[config.mk]
export PLATFORM = sky130hd
export DESIGN_NAME = breakpoint_match_table
export DESIGN_NICKNAME = d
export VERILOG_FILES = /design/src/rtl/core/bmt_pkg.sv /design/src/rtl/core/bmt_key_ram.sv /design/src/rtl/core/bmt_scan_ctrl.sv /design/src/rtl/core/breakpoint_match_table.sv
export SDC_FILE = /design/constraint.sdc
export NUM_CORES = 1
export LEC_CHECK = 0
export ABC_CLOCK_PERIOD_IN_PS = 9100
export BUFFER_PORTS_ARGS = -buffer_cell sky130_fd_sc_hd__buf_4
export CAP_MARGIN = 40
export CORE_MARGIN = 3
export CORE_UTILIZATION = 67
export CTS_CLUSTER_SIZE = 40
export DETAILED_ROUTE_END_ITERATION = 12
export PLACE_DENSITY = 0.84
export SYNTH_ARGS = -nofsm -noshare
export SYNTH_HDL_FRONTEND = slang
export SYNTH_SLANG_ARGS = --single-unit
[constraint.sdc]
create_clock -name clock -period 9.1 [get_ports clock]
set_input_delay 1.82 -clock clock [delete_from_list [all_inputs] [get_ports clock]]
set_output_delay 1.82 -clock clock [all_outputs]
set_load 0.05 [all_outputs]
[src/rtl/core/bmt_pkg.sv]
// shared constants, op and state codes, and the result record of the breakpoint match table
// no dependencies

package bmt_pkg;

   localparam int MAX_BREAKPOINTS = 16;
   localparam int IDX_W           = (MAX_BREAKPOINTS > 1) ? $clog2(MAX_BREAKPOINTS) : 1;
   localparam int CNT_W           = $clog2(MAX_BREAKPOINTS + 1);
   localparam int LAST_IDX        = MAX_BREAKPOINTS - 1;

   localparam int OP_W       = 2;
   localparam int FILE_W     = 8;
   localparam int LINE_W     = 16;
   localparam int COL_W      = 12;
   localparam int KEY_W      = FILE_W + LINE_W + COL_W;
   localparam int COUNT_W    = 5;
   localparam int REQ_DATA_W = ((KEY_W + 7) / 8) * 8;
   localparam int RSP_DATA_W = ((COUNT_W + 3 + 7) / 8) * 8;

   typedef enum logic [OP_W-1:0] {
      OP_SET     = 2'd0,
      OP_CLEAR   = 2'd1,
      OP_CHECK   = 2'd2,
      OP_REQUEST = 2'd3
   } op_type;

   typedef enum logic [1:0] {
      ST_IDLE,
      ST_SCAN,
      ST_DRAIN,
      ST_FINISH
   } state_type;

   // packed so that hit lands in bit 0
   typedef struct packed {
      logic [COUNT_W-1:0] entry_count;
      logic               table_full;
      logic               do_break;
      logic               hit;
   } result_type;

endpackage

[src/rtl/core/bmt_key_ram.sv]
// key store of the breakpoint match table: one write port, one registered read port
// depends on bmt_pkg

module bmt_key_ram (
   input  logic                      clock,
   input  logic                      wr_en,
   input  logic [bmt_pkg::IDX_W-1:0] wr_addr,
   input  logic [bmt_pkg::KEY_W-1:0] wr_data,
   input  logic                      rd_en,
   input  logic [bmt_pkg::IDX_W-1:0] rd_addr,
   output logic [bmt_pkg::KEY_W-1:0] rd_data
);

   logic [bmt_pkg::KEY_W-1:0] mem_ff [bmt_pkg::MAX_BREAKPOINTS];
   logic [bmt_pkg::KEY_W-1:0] rd_data_ff;

   always_ff @(posedge clock) begin
      if (wr_en) begin
         mem_ff[wr_addr] <= wr_data;
      end
      if (rd_en) begin
         rd_data_ff <= mem_ff[rd_addr];
      end
   end

   assign rd_data = rd_data_ff;

endmodule

[src/rtl/core/bmt_scan_ctrl.sv]
// sequencer of the breakpoint match table: scans the key store, keeps valid bits,
// count and manual-break flag, and applies each operation; depends on bmt_pkg, bmt_key_ram

module bmt_scan_ctrl (
   input  logic                       clock,
   input  logic                       reset,
   input  logic                       req_valid,
   output logic                       req_ready,
   input  bmt_pkg::op_type            req_op,
   input  logic [bmt_pkg::KEY_W-1:0]  req_key,
   input  logic                       out_free,
   output logic                       res_valid,
   output bmt_pkg::result_type        res
);

   bmt_pkg::state_type                   state_ff, state_in;
   bmt_pkg::op_type                      op_ff, op_in;
   logic [bmt_pkg::KEY_W-1:0]            key_ff, key_in;
   logic [bmt_pkg::IDX_W-1:0]            scan_ff, scan_in;
   logic                                 cmp_vld_ff, cmp_vld_in;
   logic [bmt_pkg::IDX_W-1:0]            cmp_idx_ff, cmp_idx_in;
   logic                                 match_found_ff, match_found_in;
   logic [bmt_pkg::IDX_W-1:0]            match_idx_ff, match_idx_in;
   logic                                 free_found_ff, free_found_in;
   logic [bmt_pkg::IDX_W-1:0]            free_idx_ff, free_idx_in;
   logic [bmt_pkg::MAX_BREAKPOINTS-1:0]  valid_ff, valid_in;
   logic [bmt_pkg::CNT_W-1:0]            cnt_ff, cnt_in;
   logic                                 manual_ff, manual_in;

   logic                                 rd_en;
   logic [bmt_pkg::IDX_W-1:0]            rd_addr;
   logic [bmt_pkg::KEY_W-1:0]            rd_data;
   logic                                 wr_en;
   logic [bmt_pkg::IDX_W-1:0]            wr_addr;
   logic [bmt_pkg::KEY_W-1:0]            wr_data;
   logic                                 cmp_hit;
   logic                                 cmp_free;

   bmt_key_ram u_key_ram (
      .clock   (clock),
      .wr_en   (wr_en),
      .wr_addr (wr_addr),
      .wr_data (wr_data),
      .rd_en   (rd_en),
      .rd_addr (rd_addr),
      .rd_data (rd_data)
   );

   always_comb begin
      state_in       = state_ff;
      op_in          = op_ff;
      key_in         = key_ff;
      scan_in        = scan_ff;
      cmp_vld_in     = 1'b0;
      cmp_idx_in     = cmp_idx_ff;
      match_found_in = match_found_ff;
      match_idx_in   = match_idx_ff;
      free_found_in  = free_found_ff;
      free_idx_in    = free_idx_ff;
      valid_in       = valid_ff;
      cnt_in         = cnt_ff;
      manual_in      = manual_ff;
      req_ready      = 1'b0;
      rd_en          = 1'b0;
      rd_addr        = scan_ff;
      wr_en          = 1'b0;
      wr_addr        = free_idx_ff;
      wr_data        = key_ff;
      res_valid      = 1'b0;
      res            = '0;

      // entry read last cycle is compared now
      cmp_hit  = cmp_vld_ff && valid_ff[cmp_idx_ff] && (rd_data == key_ff);
      cmp_free = cmp_vld_ff && !valid_ff[cmp_idx_ff];
      if (cmp_hit && !match_found_ff) begin
         match_found_in = 1'b1;
         match_idx_in   = cmp_idx_ff;
      end
      if (cmp_free && !free_found_ff) begin
         free_found_in = 1'b1;
         free_idx_in   = cmp_idx_ff;
      end

      unique case (state_ff)
         bmt_pkg::ST_IDLE: begin
            req_ready = 1'b1;
            if (req_valid) begin
               op_in          = req_op;
               key_in         = req_key;
               scan_in        = '0;
               match_found_in = 1'b0;
               free_found_in  = 1'b0;
               state_in       = bmt_pkg::ST_SCAN;
            end
         end
         bmt_pkg::ST_SCAN: begin
            rd_en      = 1'b1;
            cmp_vld_in = 1'b1;
            cmp_idx_in = scan_ff;
            if (scan_ff == bmt_pkg::IDX_W'(bmt_pkg::LAST_IDX)) begin
               state_in = bmt_pkg::ST_DRAIN;
            end else begin
               scan_in = bmt_pkg::IDX_W'(scan_ff + 1'b1);
            end
         end
         bmt_pkg::ST_DRAIN: begin
            state_in = bmt_pkg::ST_FINISH;
         end
         bmt_pkg::ST_FINISH: begin
            if (out_free) begin
               res_valid = 1'b1;
               state_in  = bmt_pkg::ST_IDLE;
               unique case (op_ff)
                  bmt_pkg::OP_SET: begin
                     if (match_found_ff) begin
                        res.hit = 1'b1;
                     end else if (free_found_ff) begin
                        wr_en                 = 1'b1;
                        valid_in[free_idx_ff] = 1'b1;
                        cnt_in                = bmt_pkg::CNT_W'(cnt_ff + 1'b1);
                     end else begin
                        res.table_full = 1'b1;
                     end
                  end
                  bmt_pkg::OP_CLEAR: begin
                     if (match_found_ff) begin
                        valid_in[match_idx_ff] = 1'b0;
                        if (cnt_ff != '0) begin
                           cnt_in = bmt_pkg::CNT_W'(cnt_ff - 1'b1);
                        end
                        res.hit = 1'b1;
                     end
                  end
                  bmt_pkg::OP_CHECK: begin
                     res.hit      = match_found_ff;
                     res.do_break = manual_ff || match_found_ff;
                     manual_in    = 1'b0;
                  end
                  bmt_pkg::OP_REQUEST: begin
                     manual_in = 1'b1;
                  end
               endcase
               res.entry_count = bmt_pkg::COUNT_W'(cnt_in);
            end
         end
      endcase
   end

   always_ff @(posedge clock) begin
      if (reset) begin
         state_ff   <= bmt_pkg::ST_IDLE;
         cmp_vld_ff <= 1'b0;
         valid_ff   <= '0;
         cnt_ff     <= '0;
         manual_ff  <= 1'b0;
      end else begin
         state_ff   <= state_in;
         cmp_vld_ff <= cmp_vld_in;
         valid_ff   <= valid_in;
         cnt_ff     <= cnt_in;
         manual_ff  <= manual_in;
      end
   end

   always_ff @(posedge clock) begin
      op_ff          <= op_in;
      key_ff         <= key_in;
      scan_ff        <= scan_in;
      cmp_idx_ff     <= cmp_idx_in;
      match_found_ff <= match_found_in;
      match_idx_ff   <= match_idx_in;
      free_found_ff  <= free_found_in;
      free_idx_ff    <= free_idx_in;
   end

   a_count_tracks_valid: assert property (@(posedge clock) disable iff (reset)
      $countones(valid_ff) == int'(cnt_ff))
      else $error("entry count differs from number of valid entries");

   a_write_to_free_slot: assert property (@(posedge clock) disable iff (reset)
      wr_en |-> (state_ff == bmt_pkg::ST_FINISH) && !valid_ff[wr_addr])
      else $error("key store written outside finish or over a live entry");

   a_compare_in_scan: assert property (@(posedge clock) disable iff (reset)
      cmp_vld_ff |-> (state_ff == bmt_pkg::ST_SCAN) || (state_ff == bmt_pkg::ST_DRAIN))
      else $error("compare active outside the scan");

endmodule

[src/rtl/core/breakpoint_match_table.sv]
// top level of the breakpoint match table: stream ports and result register
// depends on bmt_pkg, bmt_scan_ctrl
//
// channel   direction  handshake              payload
// req_      in         req_tvalid/req_tready  tuser: operation; tdata: file_id, line, column
// rsp_      out        rsp_tvalid/rsp_tready  tdata: hit, do_break, table_full, entry_count
//
// an item is accepted in idle, then gets one key-store read per entry through the single read
// port in scan, its last compare in drain, and is applied in finish once the output register is free
// reset clears valid bits, count and manual flag at once; the key store is not cleared
// the result waits in an output register; the next item is accepted meanwhile and its
// finish step holds until that register is free

module breakpoint_match_table (
   input  logic                           clock,
   input  logic                           reset,
   input  logic                           req_tvalid,
   output logic                           req_tready,
   // file_id [7:0], line_number [23:8], column [35:24], zero [39:36]
   input  logic [bmt_pkg::REQ_DATA_W-1:0] req_tdata,
   // operation [1:0]
   input  logic [bmt_pkg::OP_W-1:0]       req_tuser,
   output logic                           rsp_tvalid,
   input  logic                           rsp_tready,
   // hit [0], do_break [1], table_full [2], entry_count [7:3]
   output logic [bmt_pkg::RSP_DATA_W-1:0] rsp_tdata
);

   logic                 rsp_valid_ff;
   bmt_pkg::result_type  rsp_res_ff;
   logic                 out_free;
   logic                 res_valid;
   bmt_pkg::result_type  res;

   assign out_free = !rsp_valid_ff || rsp_tready;

   bmt_scan_ctrl u_scan_ctrl (
      .clock     (clock),
      .reset     (reset),
      .req_valid (req_tvalid),
      .req_ready (req_tready),
      .req_op    (bmt_pkg::op_type'(req_tuser)),
      .req_key   (req_tdata[bmt_pkg::KEY_W-1:0]),
      .out_free  (out_free),
      .res_valid (res_valid),
      .res       (res)
   );

   always_ff @(posedge clock) begin
      if (reset) begin
         rsp_valid_ff <= 1'b0;
      end else if (res_valid) begin
         rsp_valid_ff <= 1'b1;
      end else if (rsp_tready) begin
         rsp_valid_ff <= 1'b0;
      end
   end

   always_ff @(posedge clock) begin
      if (res_valid) begin
         rsp_res_ff <= res;
      end
   end

   assign rsp_tvalid = rsp_valid_ff;
   assign rsp_tdata  = bmt_pkg::RSP_DATA_W'(rsp_res_ff);

   a_no_overwrite: assert property (@(posedge clock) disable iff (reset)
      res_valid |-> (!rsp_valid_ff || rsp_tready))
      else $error("result loaded over an item not yet taken");

endmodule

==> summary.md, run 1 <==
| Metric | Value |
|---|---|
| RR Startpoint | `u_scan_ctrl.op_ff[1]` |
| R2R Path End | `u_scan_ctrl.u_key_ram.mem_ff[12][23]` |
| Synthesized instance count | `1177` |
| Worst path arrival time | `around 3.6 ns` |
| Rel. slew slack | `a little over a third` |
| Status | `finished, final reports clean` |
| Worst hold path type | `flip-flop to flip-flop` |
| Max cap viols | `0` |
| Final ANT Viol Nets | `0` |
| Number of antenna diodes | `0` |
| CTS root buf | `clkbuf_16` |
| Startpoint class of the critical path | `primary input` |
| CTS tree | `done` |
| Pint | `approximately 6600 uW` |
| Global-route wire length before repair | `between 90000 and 100000 um` |
| Critical Path Sink | `u_scan_ctrl.u_key_ram.mem_ff[0][21]` |
| Synth Flop Type | `edfxtp_1` |
| Final setup viols | `0` |
| Max Freq | `between 200 and 300 MHz` |
| R2R Setup Slk | `5.81 ns` |
| Switching fraction of total power | `approximately 27%` |
| DIE AREA | `between 40000 and 50000 um^2` |
| Routed WL per cell | `34.0 um` |
| Synth unique cells | `51` |
| Post-CTS Setup Inserts | `0` |
| Average cell area after synthesis | `22.7 um^2` |
| Longest Clk Path Bufs | `3` |
| Seq pwr share | `a little under half` |
| Post-synth EDFFs | `roughly 670` |
| Number of synthesized register bits | `around 700` |
| Comb power frac | `approximately 21%` |
| Fin crit period | `~3.4 ns` |
| # DRC | `0` |
| Clk pwr share | `between 30% and 40%` |
| Std-Cell Rows | `just over 70` |
| Seq/Total Area, Yosys | `approximately 80%` |
| 1st-iter DRT viols | `1824` |
| Worst Skew | `between 0.02 and 0.025 ns` |
| Final core occ | `77.2%` |
| Num ports | `56` |
| Chip height | `approximately 210 um` |
| WP data required | `9.32 ns` |
| Overflow after GRT | `0` |
| Largest net degree at the start of global routing | `around 150` |
| Final hold vios | `0` |
| Crit. Startpoint | `rsp_tready` |
| Yosys top cell area share | `approximately three quarters` |
| Synthesis Warnings | `0` |
| FILL cells | `about 1900` |
| Port Buffers | `51` |
| Maximum VDD drop | `~240 uV` |
| Post-DP HPWL | `about 28000 um` |
| Top-count cell post-synth | `edfxtp_1` |
| Worst-path fanout max | `36` |
| Total negative slack | `0 ns` |
| GPL Wtd Cong | `0.836` |
| Core area | `39100 um^2` |
| Syn Std Cell Area | `around 27000 um^2` |
| # H-tree levels | `3` |
| Critical Path End Type | `flip-flop` |
| Post-synth ARST share | `0%` |
| Worst skew pair latency | `roughly 0.60 ns` |
| Chip width | `slightly above 200 um` |
| Fin. max-slew vios | `0` |
| CTS clock-pin slew for the worst setup and hold paths | `about 0.06 ns` |
| Period utilization | `37.1%` |
| Worst-case reg-to-reg path depth | `5` |
| Routed vias | `13200` |
| CP Class | `primary input to flip-flop` |
| CTS Buf Count | `68` |
| Syn Nets | `1230` |
| Synth cell count leaders | `674 x edfxtp_1, 184 x mux4_2, 38 x xnor2_1, 37 x nor2_1, 28 x dfxtp_1` |
| Final net count | `~1300` |
| Top cells by area, synth | `edfxtp_1 76%, mux4_2 15%, dfxtp_1 2.1%, xnor2_1 1.2%, nor2_1 0.52%` |
| Number of global-route vias before repair | `between 10000 and 15000` |
| Clk sinks | `about 700` |
| Hold-fix buffers, CTS | `0` |
| Layout cell share with drive strength beyond 1 | `between 20% and 30%` |
| Area leader, netlist | `edfxtp_1` |
| Post-CTS Resized | `0` |
| Final WL | `between 60000 and 70000 um` |
| DR vias/cell | `7.14` |
| Area Overhead vs Synth | `12.8%` |
| Pwr dens | `just under 300 nW/um^2` |
| Initial antenna violation count | `0` |
| GR Util All Layers | `31.2%` |
| Initial core utilization | `between 60% and 70%` |
| Pre-antenna DRT Iters | `5` |
| Tightest Pin Transition | `around 0.95 ns` |
| P_leak | `around 0.0093 uW` |
| RSZ-0062 raised after global routing | `no` |
| Net switching power | `approximately 2400 uW` |
-- critical path, cell delays in order --
cell      delay (ns)
buf_4           0.08
nand2b_1        0.17
nand3_2         0.17
or3_1           0.51
nor3_2          0.19
buf_4           0.62
-- per-layer routing --
metal	vias up	global-route usage (%)	share of wire, %	wire length, um
met5	-	0	0	0
met4	0	13.2	4.3	2720
li1	5157	-	-	-
met1	6926	43.3	36	22700
met3	175	5.78	9.1	5730
met2	908	50.2	50	31600
-- kinds of logic after synthesis --
group | share of synthesized area (%)
flops | 77.7
mux | 15.7
simple gates | 2.36
compound gates | 1.63
buf+inv | 1.02
xor+xnor | 1.31
fa+ha+maj | 0.327
-- stage by stage --
stage	hold slack [ns]	area, um^2	setup slack (ns)	cells	power [uW]
after global routing	0.538	30200	5.64	1843	9250
after CTS	0.519	30200	5.73	1843	9020
final	0.520	30200	5.72	1843	8980
after floorplan	0.449	26800	3.68	1177	5560
after detailed placement	0.507	27900	5.22	1720	6110
after global placement	0.482	27900	5.26	1718	6010
-- layout make-up --
class                   instances  area (um^2)  share of cell area (%)
flip-flops and latches        702        20800                    68.9
multi-input cells             412         5820                    19.3
repair buffers                 76          636                    2.10
well taps                     518          648                    2.15
clock buffers                  82         1830                    6.05
inverters                      12         45.0                   0.149
clock inverters                41          425                    1.41
-- registers in the layout, summed over array words and instances (netlist names), 4 cells and up --
| register | cells |
|---|---|
| u_scan_ctrl.valid_ff | 16 |
| rsp_tdata | 8 |
| u_scan_ctrl.u_key_ram.mem_ff | 576 |
| u_scan_ctrl.u_key_ram.rd_data | 36 |
| u_scan_ctrl.match_idx_ff | 4 |
| u_scan_ctrl.free_idx_ff | 4 |
| u_scan_ctrl.cmp_idx_ff | 4 |
| u_scan_ctrl.key_ff | 36 |
| u_scan_ctrl.cnt_ff | 5 |
| u_scan_ctrl.rd_addr | 4 |
-- worst min-delay path by stage --
stage / start / end / slack, ns / depth (start not counted)
5_1_grt: u_scan_ctrl.valid_ff[4] / u_scan_ctrl.valid_ff[4] / 0.54 / 2
4_1_cts: u_scan_ctrl.valid_ff[1] / u_scan_ctrl.valid_ff[1] / 0.52 / 2
3_5_place_dp: u_scan_ctrl.rd_addr[0] / u_scan_ctrl.cmp_idx_ff[0] / 0.51 / 0
6_report: u_scan_ctrl.valid_ff[1] / u_scan_ctrl.valid_ff[1] / 0.52 / 2
2_1_floorplan: u_scan_ctrl.rd_addr[1] / u_scan_ctrl.cmp_idx_ff[1] / 0.45 / 0
3_3_place_gp: u_scan_ctrl.manual_ff / u_scan_ctrl.manual_ff / 0.48 / 2
-- power groups by stage --
stage / combinational (uW) / sequential [uW] / clock (uW)
3_3_place_gp: 1720 / 4290 / 0
4_1_cts: 1860 / 4260 / 2900
5_1_grt: 1940 / 4300 / 3020
2_1_floorplan: 1370 / 4200 / 0
6_report: 1840 / 4260 / 2880
3_5_place_dp: 1800 / 4310 / 0
-- placed cells by master, fill, tap and decap left out, types with 3 or more instances in the layout --
cell type   instances
a211oi_1           17
a21oi_1            22
a31oi_1             7
and2_1              3
and3_1              3
buf_4              72
bufinv_16           8
clkbuf_1           10
clkbuf_16          71
clkinv_1           17
clkinv_2            7
clkinvlp_4          3
dfxtp_1            28
edfxtp_1          674
ha_1                6
inv_1              12
inv_6               3
mux2i_1             5
mux4_2            184
nand2_1            14
nand2b_1            5
nand3_1             5
nand4_1             9
nor2_1             25
nor2_4             12
nor2b_1             5
nor3_1              5
nor3_2              4
nor4_1              4
o21ai_0             5
xnor2_1            38
Power figures use the tool's default switching activity.
==> run 2: changes to the inputs <==
--- a/config.mk
+++ b/config.mk
@@ -5,14 +5,15 @@
 export SDC_FILE = /design/constraint.sdc
 export NUM_CORES = 1
 export LEC_CHECK = 0
-export ABC_CLOCK_PERIOD_IN_PS = 9100
+export ABC_AREA = 1
+export ABC_CLOCK_PERIOD_IN_PS = 2800
 export BUFFER_PORTS_ARGS = -buffer_cell sky130_fd_sc_hd__buf_4
 export CAP_MARGIN = 40
 export CORE_MARGIN = 3
-export CORE_UTILIZATION = 67
+export CORE_UTILIZATION = 56
 export CTS_CLUSTER_SIZE = 40
 export DETAILED_ROUTE_END_ITERATION = 12
-export PLACE_DENSITY = 0.84
+export PLACE_DENSITY = 0.75
 export SYNTH_ARGS = -nofsm -noshare
 export SYNTH_HDL_FRONTEND = slang
 export SYNTH_SLANG_ARGS = --single-unit
==> constraint.sdc (replaced) <==
create_clock -name clock -period 2.8 [get_ports clock]
set_input_delay 0.56 -clock clock [delete_from_list [all_inputs] [get_ports clock]]
set_output_delay 0.56 -clock clock [all_outputs]
set_load 0.05 [all_outputs]
==> summary.md, run 2 <==
| Metric | Value |
|---|---|
| Clk pwr share | `30.6% (-1.4 points)` |
| Worst path arrival time | `2.79 ns (-0.80 ns)` |
| Synth Area in XOR/XNOR | `0.282% (-1.0 points)` |
| Synthesis Warnings | `0 (unchanged)` |
| GR Util All Layers | `25.8% (-5.4 points)` |
| Synth Flop Type | `edfxtp_1` |
| Post-DP HPWL | `38700 um (+37%)` |
| Number of antenna diodes | `0 (unchanged)` |
| Fin crit period | `2.53 ns` |
| Synthesized instance count | `2199 (+87%)` |
| P_leak | `0.0110 uW (+18%)` |
| CTS clock-pin slew for the worst setup and hold paths | `0.06 ns (about the same)` |
| RSZ-0062 raised after global routing | `no` |
| Number of synthesized register bits | `702 (unchanged)` |
| Pint | `21200 uW (+220%)` |
| 1st-iter DRT viols | `2248 (+23%)` |
| Syn Nets | `2252 (+83%)` |
| Post-synth ARST share | `0% (unchanged)` |
| Placed Cells | `2879 (+67%)` |
| Worst Skew | `0.0219 ns (-0.00248 ns)` |
| Synth Area in Compound Gates | `10.5% (+8.9 points)` |
| Average cell area after synthesis | `12.7 um^2 (-44%)` |
| Largest family of logic cells by synthesized area | `simple AND/OR/NAND/NOR gates` |
| Post-CTS Setup Inserts | `0 (unchanged)` |
| Min Hold Slack | `0.137 ns (-0.383 ns)` |
| Max Freq | `slightly below 400 MHz` |
| Largest stage delay, worst path | `0.63 ns (about the same)` |
| CP Class | `flip-flop to flip-flop` |
| CTS tree | `done` |
| Pre-CTS WS | `0.264 ns (-4.95 ns)` |
| Overflow after GRT | `0 (unchanged)` |
| Worst skew pair latency | `0.60 ns (about the same)` |
| Switching fraction of total power | `33.1% (+6.1 points)` |
| Tot Pwr | `31600 uW (+250%)` |
| Routed vias | `18400 (+40%)` |
| Comb power frac | `27.1% (+6.6 points)` |
| Worst hold path type | `primary input to flip-flop` |
| Syn Std Cell Area | `28000 um^2 (+4.5%)` |
| Final hold vios | `0 (unchanged)` |
| Synth unique cells | `41 (-20%)` |
| Final setup viols | `0 (unchanged)` |
| Num ports | `56 (unchanged)` |
| Commonest non-fill, non-tap cell in the layout | `edfxtp_1` |
| Final WL | `68000 um (+8.3%)` |
| Initial antenna violation count | `1 (+1)` |
| Layout Cells excl Fill | `3006 (+63%)` |
| Max cap viols | `0 (unchanged)` |
| Max reg flops | `576 (unchanged)` |
| Clk sinks | `702 (unchanged)` |
| # DRC | `0 (unchanged)` |
| Simple-gate portion of the synthesized area | `11.0% (+8.6 points)` |
| Fin. max-slew vios | `0 (unchanged)` |
| Synth cell count leaders | `674 x edfxtp_1, 373 x nor2_1, 297 x o21ai_0, 224 x nand2_1, 99 x inv_1` |
| Post-synthesis mux area share | `0% (-16 points)` |
| Final net count | `2341 (+77%)` |
| FILL cells | `3363 (+78%)` |
| Post-CTS Resized | `0 (unchanged)` |
| Yosys top cell area share | `72.3% (-3.3 points)` |
| Rel. slew slack | `47.6% (+11 points)` |
| CTS root buf | `clkbuf_16` |
| Hold-fix buffers, CTS | `0 (unchanged)` |
| Seq/Total Area, Yosys | `74.3% (-3.3 points)` |
| Final ANT Viol Nets | `0 (unchanged)` |
| Area Overhead vs Synth | `14.8%` |
| Std-Cell Rows | `81 (+13%)` |
| Post-synth EDFFs | `674 (unchanged)` |
| Period utilization | `around 90%` |
| Routed WL per cell | `22.6 um (-34%)` |
| Layout cell share with drive strength beyond 1 | `12.0% (-17 points)` |
| Tightest Pin Transition | `0.785 ns (-0.163 ns)` |
| Top-count cell post-synth | `edfxtp_1` |
| Largest net degree at the start of global routing | `104 (-30%)` |
| Most frequent cells in the layout | `674 x edfxtp_1, 372 x nor2_1, 297 x o21ai_0` |
| Seq pwr share | `42.3% (-5.2 points)` |
| Longest Clk Path Bufs | `3 (unchanged)` |
| Chip height | `230 um (+11%)` |
| Final WS setup | `0.267 ns (-5.46 ns)` |
| Net switching power | `10500 uW (+330%)` |
| # H-tree levels | `3 (unchanged)` |
| Crit path cell chain | `xnor2_1, nand3_1, nor3_1, nand2_1, nor2_1, nand3_1, nor2_1` |
| Reg with most FFs | `u_scan_ctrl.u_key_ram.mem_ff` |
| DIE AREA | `52700 um^2 (+24%)` |
| Post-synthesis adder-cell area fraction | `0.313% (-0.014 points)` |
| GPL Wtd Cong | `0.931 (+11%)` |
| Chip width | `230 um (+11%)` |
| Status | `finished, final reports clean` |
| Port Buffers | `51 (unchanged)` |
| Pre-antenna DRT Iters | `5 (unchanged)` |
| WP data required | `3.06 ns (-6.26 ns)` |
| Global-route wire length before repair | `104000 um (+12%)` |
| Top cells by area, synth | `edfxtp_1 72%, o21ai_0 5.3%, nor2_1 5.0%, nand2_1 3.0%, dfxtp_1 2.0%` |
| CTS Buf Count | `71 (+4.4%)` |
| Final core occ | `65.4% (-12 points)` |
| Area leader, netlist | `edfxtp_1` |
| Critical Path End Type | `flip-flop` |
| Worst-path fanout max | `17 (-53%)` |
| DR vias/cell | `6.14 (-14%)` |
| Initial core utilization | `56.9% (-12 points)` |
| Pwr dens | `984 nW/um^2 (+230%)` |
| Maximum VDD drop | `533 uV (+120%)` |
| Slowest-stage cell, CP | `edfxtp_1` |
| Startpoint class of the critical path | `flip-flop` |
| Number of global-route vias before repair | `18000 (+32%)` |
| Core area | `49200 um^2 (+26%)` |
## run 2: changes by cell type after synthesis, sizes merged, moves of 31 or more
cell,before,now
nand2,14,228
nor2,37,378
o21ai,5,317
inv,12,110
clkbuf,23,67
nand3,6,81
xnor2,38,7
o22ai,1,89
mux4,184,0
o221ai,0,55
## run 2: worst paths after layout
check	start	to	slack (ns)	cells after the start
setup / recovery	u_scan_ctrl.key_ff[14]	u_scan_ctrl.match_idx_ff[1]	0.27	7
hold / removal	req_tdata[22]	u_scan_ctrl.key_ff[22]	0.14	1
setup reg to reg	u_scan_ctrl.key_ff[14]	u_scan_ctrl.match_idx_ff[1]	0.27	7
hold reg to reg	u_scan_ctrl.valid_ff[0]	u_scan_ctrl.valid_ff[0]	0.48	2
## run 2: layout make-up
class | instances | area [um^2] | share of cell area, %
Multi-Input combinational cell | 1267 | 6350 | 19.8
Timing Repair Buffer | 135 | 1340 | 4.17
Clock inverter | 37 | 445 | 1.39
Sequential cell | 702 | 20800 | 64.7
Inverter | 111 | 428 | 1.33
Tap cell | 664 | 831 | 2.59
Clock buffer | 90 | 1930 | 6.02
## run 2: metrics by stage
step	TNS, ns	cell area [um^2]
global route	0	32100
global placement	0	29700
finish	0	32100
detailed placement	0	29700
floorplan	-202.26	28000
CTS	0	32100
## run 2: cells by family after synthesis
group                      after synthesis
xor gates and xnor gates                 9
AOI/OAI and AO/OA                      511
DFF                                    702
buffers and inverters                  230
and+or+nand+nor                        740
adders and majority gates                7
## run 2: critical path, delay by kind of cell (launching register included)
family        cells  cell delay [ns]
xor+xnor          1             0.45
flops             1             0.63
simple gates      6             1.10
## run 2: power by group through the flow
stage	clock, uW	combinational [uW]	sequential (uW)
floorplan	0	5550	13500
global placement	0	8100	13600
detailed placement	0	8390	13600
CTS	9770	8480	13400
global route	10200	9430	13400
finish	9680	8550	13400
## run 2: metal layers
metal  up-vias  part of all wire [%]  track usage [%]
li1       8215                     -                -
met1      9027                    38             34.6
met2      1021                    49             42.4
met3       183                   8.7             4.28
met4         2                   3.6             10.8
met5         -                 0.019                0
